==> src/skt_pkg.sv <==
// ---------------------------------------------------------------------------
// skt_pkg
// Shared constants, codes and controller/datapath interface types for the
// sorted key tree lookup block.
// ---------------------------------------------------------------------------
package skt_pkg;

	localparam int TREE_LEVELS_DEF  = 6;
	localparam int MAX_ENTRIES_DEF  = 63;
	localparam int KEY_BYTES_DEF    = 8;
	localparam int HANDLER_BITS_DEF = 8;

	localparam int KEY_W        = 64;
	localparam int FUNC_W       = 2;
	localparam int HANDLER_W    = 8;
	localparam int STATUS_W     = 2;
	localparam int SLOT_LIMIT_W = 6;

	localparam logic [SLOT_LIMIT_W-1:0] SLOT_LIMIT_RST = 6'd63;

	localparam logic [FUNC_W-1:0] FUNC_CLEAR  = 2'd0;
	localparam logic [FUNC_W-1:0] FUNC_LOAD   = 2'd1;
	localparam logic [FUNC_W-1:0] FUNC_BUILD  = 2'd2;
	localparam logic [FUNC_W-1:0] FUNC_LOOKUP = 2'd3;

	localparam logic [STATUS_W-1:0] STATUS_OK   = 2'd0;
	localparam logic [STATUS_W-1:0] STATUS_FULL = 2'd1;
	localparam logic [STATUS_W-1:0] STATUS_OVER = 2'd2;

	typedef struct packed {
		logic latch;
		logic clear_list;
		logic load;
		logic refuse;
		logic sort_init;
		logic rd_i;
		logic cap_i;
		logic scan;
		logic wr_i;
		logic wr_m;
		logic place_init;
		logic place_rd;
		logic place_pop;
		logic place_wr;
		logic look_start;
		logic look_step;
		logic fin;
	} cmd_t;

	typedef struct packed {
		logic [FUNC_W-1:0] func;
		logic              over_limit;
		logic              n_ge2;
		logic              j_lt_n;
		logic              more_sort;
		logic              place_ok;
		logic              stack_empty;
		logic              look_done;
		logic              out_free;
	} stat_t;

endpackage

==> src/skt_ctrl.sv <==
// ---------------------------------------------------------------------------
// skt_ctrl
// Sequencer for clear, load, build (selection sort then tree placement) and
// lookup transactions.
// ---------------------------------------------------------------------------
module skt_ctrl (
	input  logic          clk,
	input  logic          arst_n,
	input  logic          in_valid,
	output logic          in_ready,
	input  skt_pkg::stat_t stat,
	output skt_pkg::cmd_t  cmd
);

	typedef enum logic [12:0] {
		S_IDLE       = 13'b0000000000001,
		S_EXEC       = 13'b0000000000010,
		S_SORT_RD_I  = 13'b0000000000100,
		S_SORT_CAP_I = 13'b0000000001000,
		S_SORT_SCAN  = 13'b0000000010000,
		S_SORT_WR_I  = 13'b0000000100000,
		S_SORT_WR_M  = 13'b0000001000000,
		S_PLACE_INIT = 13'b0000010000000,
		S_PLACE_TEST = 13'b0000100000000,
		S_PLACE_WR   = 13'b0001000000000,
		S_LOOK_START = 13'b0010000000000,
		S_LOOK_WALK  = 13'b0100000000000,
		S_FIN        = 13'b1000000000000
	} state_t;

	state_t state_q, state_nxt;

	assign in_ready = (state_q == S_IDLE);

	always_comb begin
		cmd       = '0;
		state_nxt = state_q;
		case (state_q)
			S_IDLE: begin
				if (in_valid) begin
					cmd.latch = 1'b1;
					state_nxt = S_EXEC;
				end
			end
			S_EXEC: begin
				case (stat.func)
					skt_pkg::FUNC_CLEAR: begin
						cmd.clear_list = 1'b1;
						state_nxt      = S_FIN;
					end
					skt_pkg::FUNC_LOAD: begin
						cmd.load  = 1'b1;
						state_nxt = S_FIN;
					end
					skt_pkg::FUNC_BUILD: begin
						if (stat.over_limit) begin
							cmd.refuse = 1'b1;
							state_nxt  = S_FIN;
						end else if (stat.n_ge2) begin
							cmd.sort_init = 1'b1;
							state_nxt     = S_SORT_RD_I;
						end else begin
							state_nxt = S_PLACE_INIT;
						end
					end
					default: begin
						state_nxt = S_LOOK_START;
					end
				endcase
			end
			S_SORT_RD_I: begin
				cmd.rd_i  = 1'b1;
				state_nxt = S_SORT_CAP_I;
			end
			S_SORT_CAP_I: begin
				cmd.cap_i = 1'b1;
				state_nxt = stat.j_lt_n ? S_SORT_SCAN : S_SORT_WR_I;
			end
			S_SORT_SCAN: begin
				cmd.scan = 1'b1;
				if (!stat.j_lt_n) begin
					state_nxt = S_SORT_WR_I;
				end
			end
			S_SORT_WR_I: begin
				cmd.wr_i  = 1'b1;
				state_nxt = S_SORT_WR_M;
			end
			S_SORT_WR_M: begin
				cmd.wr_m  = 1'b1;
				state_nxt = stat.more_sort ? S_SORT_RD_I : S_PLACE_INIT;
			end
			S_PLACE_INIT: begin
				cmd.place_init = 1'b1;
				state_nxt      = S_PLACE_TEST;
			end
			S_PLACE_TEST: begin
				if (stat.place_ok) begin
					cmd.place_rd = 1'b1;
					state_nxt    = S_PLACE_WR;
				end else if (!stat.stack_empty) begin
					cmd.place_pop = 1'b1;
				end else begin
					state_nxt = S_FIN;
				end
			end
			S_PLACE_WR: begin
				cmd.place_wr = 1'b1;
				state_nxt    = S_PLACE_TEST;
			end
			S_LOOK_START: begin
				cmd.look_start = 1'b1;
				state_nxt      = S_LOOK_WALK;
			end
			S_LOOK_WALK: begin
				cmd.look_step = 1'b1;
				if (stat.look_done) begin
					state_nxt = S_FIN;
				end
			end
			S_FIN: begin
				if (stat.out_free) begin
					cmd.fin   = 1'b1;
					state_nxt = S_IDLE;
				end
			end
			default: begin
				state_nxt = S_IDLE;
			end
		endcase
	end

	always_ff @(posedge clk or negedge arst_n) begin
		if (!arst_n) begin
			state_q <= S_IDLE;
		end else begin
			state_q <= state_nxt;
		end
	end

endmodule

==> config.mk <==
export PLATFORM = sky130hd
export DESIGN_NAME = skt_ctrl
export DESIGN_NICKNAME = d
export VERILOG_FILES = /design/src/skt_pkg.sv /design/src/skt_ctrl.sv
export SDC_FILE = /design/constraint.sdc
export NUM_CORES = 1
export LEC_CHECK = 0
export ABC_CLOCK_PERIOD_IN_PS = 2450
export BUFFER_PORTS_ARGS = -buffer_cell sky130_fd_sc_hd__buf_2
export CORE_UTILIZATION = 52
export CTS_BUF_LIST = sky130_fd_sc_hd__clkbuf_8
export CTS_CLUSTER_DIAMETER = 30
export DETAILED_ROUTE_END_ITERATION = 10
export PLACE_DENSITY = 0.81
export SLEW_MARGIN = 30
export SYNTH_ARGS = -nofsm -noshare
export SYNTH_HDL_FRONTEND = slang
export SYNTH_SLANG_ARGS = --single-unit
==> constraint.sdc <==
create_clock -name clk -period 2.45 [get_ports clk]
set_input_delay 0.1225 -clock clk [delete_from_list [all_inputs] [get_ports clk]]
set_output_delay 0.1225 -clock clk [all_outputs]
set_load 0.01 [all_outputs]
==> flow_summary_export.csv <==
group,metric,value,unit
outcome,outcome,"completed",
synth,synth_edf_count,0,
global_routing,grt_overflow,0,
power_and_ir_drop,switchingPower,0.343,mW
synth,yosys-top-cells-area,"dfrtp_1, nor2_1, nor3_1",
synth,ys_warn_count,0,
final_layout,biggestRegsByFlops,"state_q: 13 flops",
detailed_routing,drc,0,
detailed_routing,vias,1003,
power_and_ir_drop,seq_power_share,34.6,%
final_layout,layout_commonest_cell,"buf_2",
sta,finalSetupViolations,0,
sta,fin_skew,0.000593,ns
place,place_area,1140,um^2
floorplan,die_h,45.3,um
final_layout,final_cell_area,1200,um^2
sta,tns,0,ns
clock_network,numCtsBuffers,3,
synth,ys_ff_latch,13,
power_and_ir_drop,combPwrFrac,43.2,%
final_layout,drive_gt1_share,32.9,%
critical_path,crit_path_start_kind,"register",
clock_network,root_buffer,"clkbuf_8",
clock_network,clkSlewWorstSetupHoldPaths,0.05,ns
power_and_ir_drop,internal-power,0.498,mW
global_routing,grt_first_pass_wirelength,3750,um
critical_path,cp_data_required_time,2.33,ns
global_routing,grt_pass1_vias,894,
final_layout,stdcell_count,171,
sta,period_needed,2.22,ns
final_layout,nets,160,
floorplan,num_rows,15,
final_layout,mostFrequentLayoutCells,"buf_2, nor2_1, dfrtp_1",
floorplan,die_width,45.3,um
power_and_ir_drop,p_sw_share,40.8,%
sta,rsz0062_at_grt,"no",
detailed_routing,drt_iter0_markers,49,
floorplan,coreArea,1750,um^2
power_and_ir_drop,peakVddDrop,0.575,mV
floorplan,die_area,2050,um^2
synth,async_flop_share,100,%
min_path,hp-class,"in -> reg",
final_layout,area_delta_synth_final,23.1,%
power_and_ir_drop,power,0.841,mW
place,port-buffer-count,30,
final_layout,finish.utilization,68.8,%
detailed_routing,firstDrtPassIters,5,
critical_path,crit_path_max_fanout,7,
sta,timing.final.hold_violations,0,
floorplan,ioPinCount,31,
synth,synth_top_area_share,30.8,%
clock_network,clockBufferDepth,2,
synth,synth_cells,113,
global_routing,antenna_found_initial,0,
place,place_congestion,0.960,
power_and_ir_drop,clockPowerShare,22.2,%
sta,timing.hold.ws,0.101,ns
detailed_routing,wirelength,2570,um
synth,synth_ff_type,"dfrtp_1",
place,dp_hpwl,1860,um
synth,syn_area,976,um^2
sta,finalWorstSetupSlack,0.230,ns
final_layout,largest_register_ff_count,13,
detailed_routing,drtAntennaViolNets,0,
floorplan,initial_core_util,55.9,%
final_layout,top_register,"state_q",
sta,max_freq,450,MHz
synth,post-synth-top-area-cell,"dfrtp_1",
synth,ys_seq_area_share,33.5,%
detailed_routing,viasPerCell,5.87,
critical_path,setup.worst_path.end_class,"primary output",
place,dp_slack,0.277,ns
sta,maxSlewHeadroom,69.1,%
synth,synth_nets,126,
sta,worst_pin_slew,0.460,ns
power_and_ir_drop,p_leak,0.636,nW
global_routing,grt_max_degree,14,
sta,min_period_over_period,90.6,%
detailed_routing,wl_per_cell,15.0,um
job,maxCapViolCount,0,
clock_network,htreeDepth,1,
critical_path,cp.arrival,2.10,ns
place,dp_cells,166,
synth,ys_types,43,
final_layout,num_antenna_cells,0,
clock_network,worstSkewPairLatency,0.24,ns
critical_path,crit_type,"reg -> out",
global_routing,grt_use_total,25.8,%
sta,maxSlewViolCount,0,
power_and_ir_drop,powerDensity,700,nW/um^2
clock_network,numClockSinks,13,
synth,syn_area_per_cell,8.64,um^2
clock_network,cts_tree,"yes",
critical path: stages, from the launching register on:
cell	delay (ns)
dfrtp_1	0.43
nor3_1	0.44
nand2_1	0.22
nor3_1	0.43
and3_1	0.21
buf_2	0.12
power groups by stage:
stage / Sequential, mW / Combinational (mW) / Clock [mW]
2_1_floorplan: 0.277 / 0.254 / 0
3_3_place_gp: 0.284 / 0.340 / 0
3_5_place_dp: 0.285 / 0.343 / 0
4_1_cts: 0.283 / 0.348 / 0.187
5_1_grt: 0.296 / 0.395 / 0.198
6_report: 0.291 / 0.363 / 0.187
final cells by class:
type	instances	area [um^2]
Sequential cell	13	327
Timing Repair Buffer	33	175
Multi-Input combinational cell	88	593
Inverter	8	30.0
Clock inverter	1	3.75
Fill cell	135	544
Tap cell	25	31.3
Clock buffer	3	41.3
what timing repair did:
item                                   CTS  global route
endpoints found under the hold margin   12             0
resized for setup                        0             1
hold buffers                             1             0
buffers inserted                         0             0
setup endpoints to repair                0             1
path summary, 6_finish.rpt:
| kind | from | endpoint | slack [ns] | cells after the start |
|---|---|---|---|---|
| worst max-delay path | state_q[12] | cmd[11] | 0.23 | 5 |
| worst min-delay path | stat[4] | state_q[2] | 0.10 | 3 |
| worst max register to register | state_q[4] | state_q[12] | 0.24 | 5 |
| worst min register to register | state_q[12] | state_q[12] | 0.64 | 1 |
| max in group asynchronous | arst_n | state_q[0] | 1.86 | 2 |
| min in group asynchronous | arst_n | state_q[4] | 0.31 | 2 |
logic make-up after synthesis:
kind of cell,after synthesis,share of synthesized area [%]
AND/OR/NAND/NOR,72,47.1
flip-flops,13,33.5
AO/OA/AOI/OAI,12,8.59
buffers and inverters,12,6.67
XOR/XNOR,3,2.69
multiplexers,1,1.54
layer usage:
layer	vias up	GRT usage, %	part of all wire (%)
li1	484	-	-
met4	0	10.9	2.2
met1	462	32.6	44
met2	47	43.5	49
met3	10	4.00	5.1
met5	-	0	0
Yosys cell counts (2+ instances only):
library cell,instances
o211ai_1,2
nor4b_1,2
or4_4,2
buf_6,2
and3_1,3
a21oi_1,2
and2_1,2
or3_1,3
nand4_1,2
nor4_1,5
nor4_2,3
nor3_1,10
and4_1,2
or2_2,2
xor2_1,2
o21ai_0,3
inv_1,8
nor2_1,14
nand3_1,2
dfrtp_1,12
nand2b_1,3
nand2_1,6
Power figures use the tool's default switching activity.
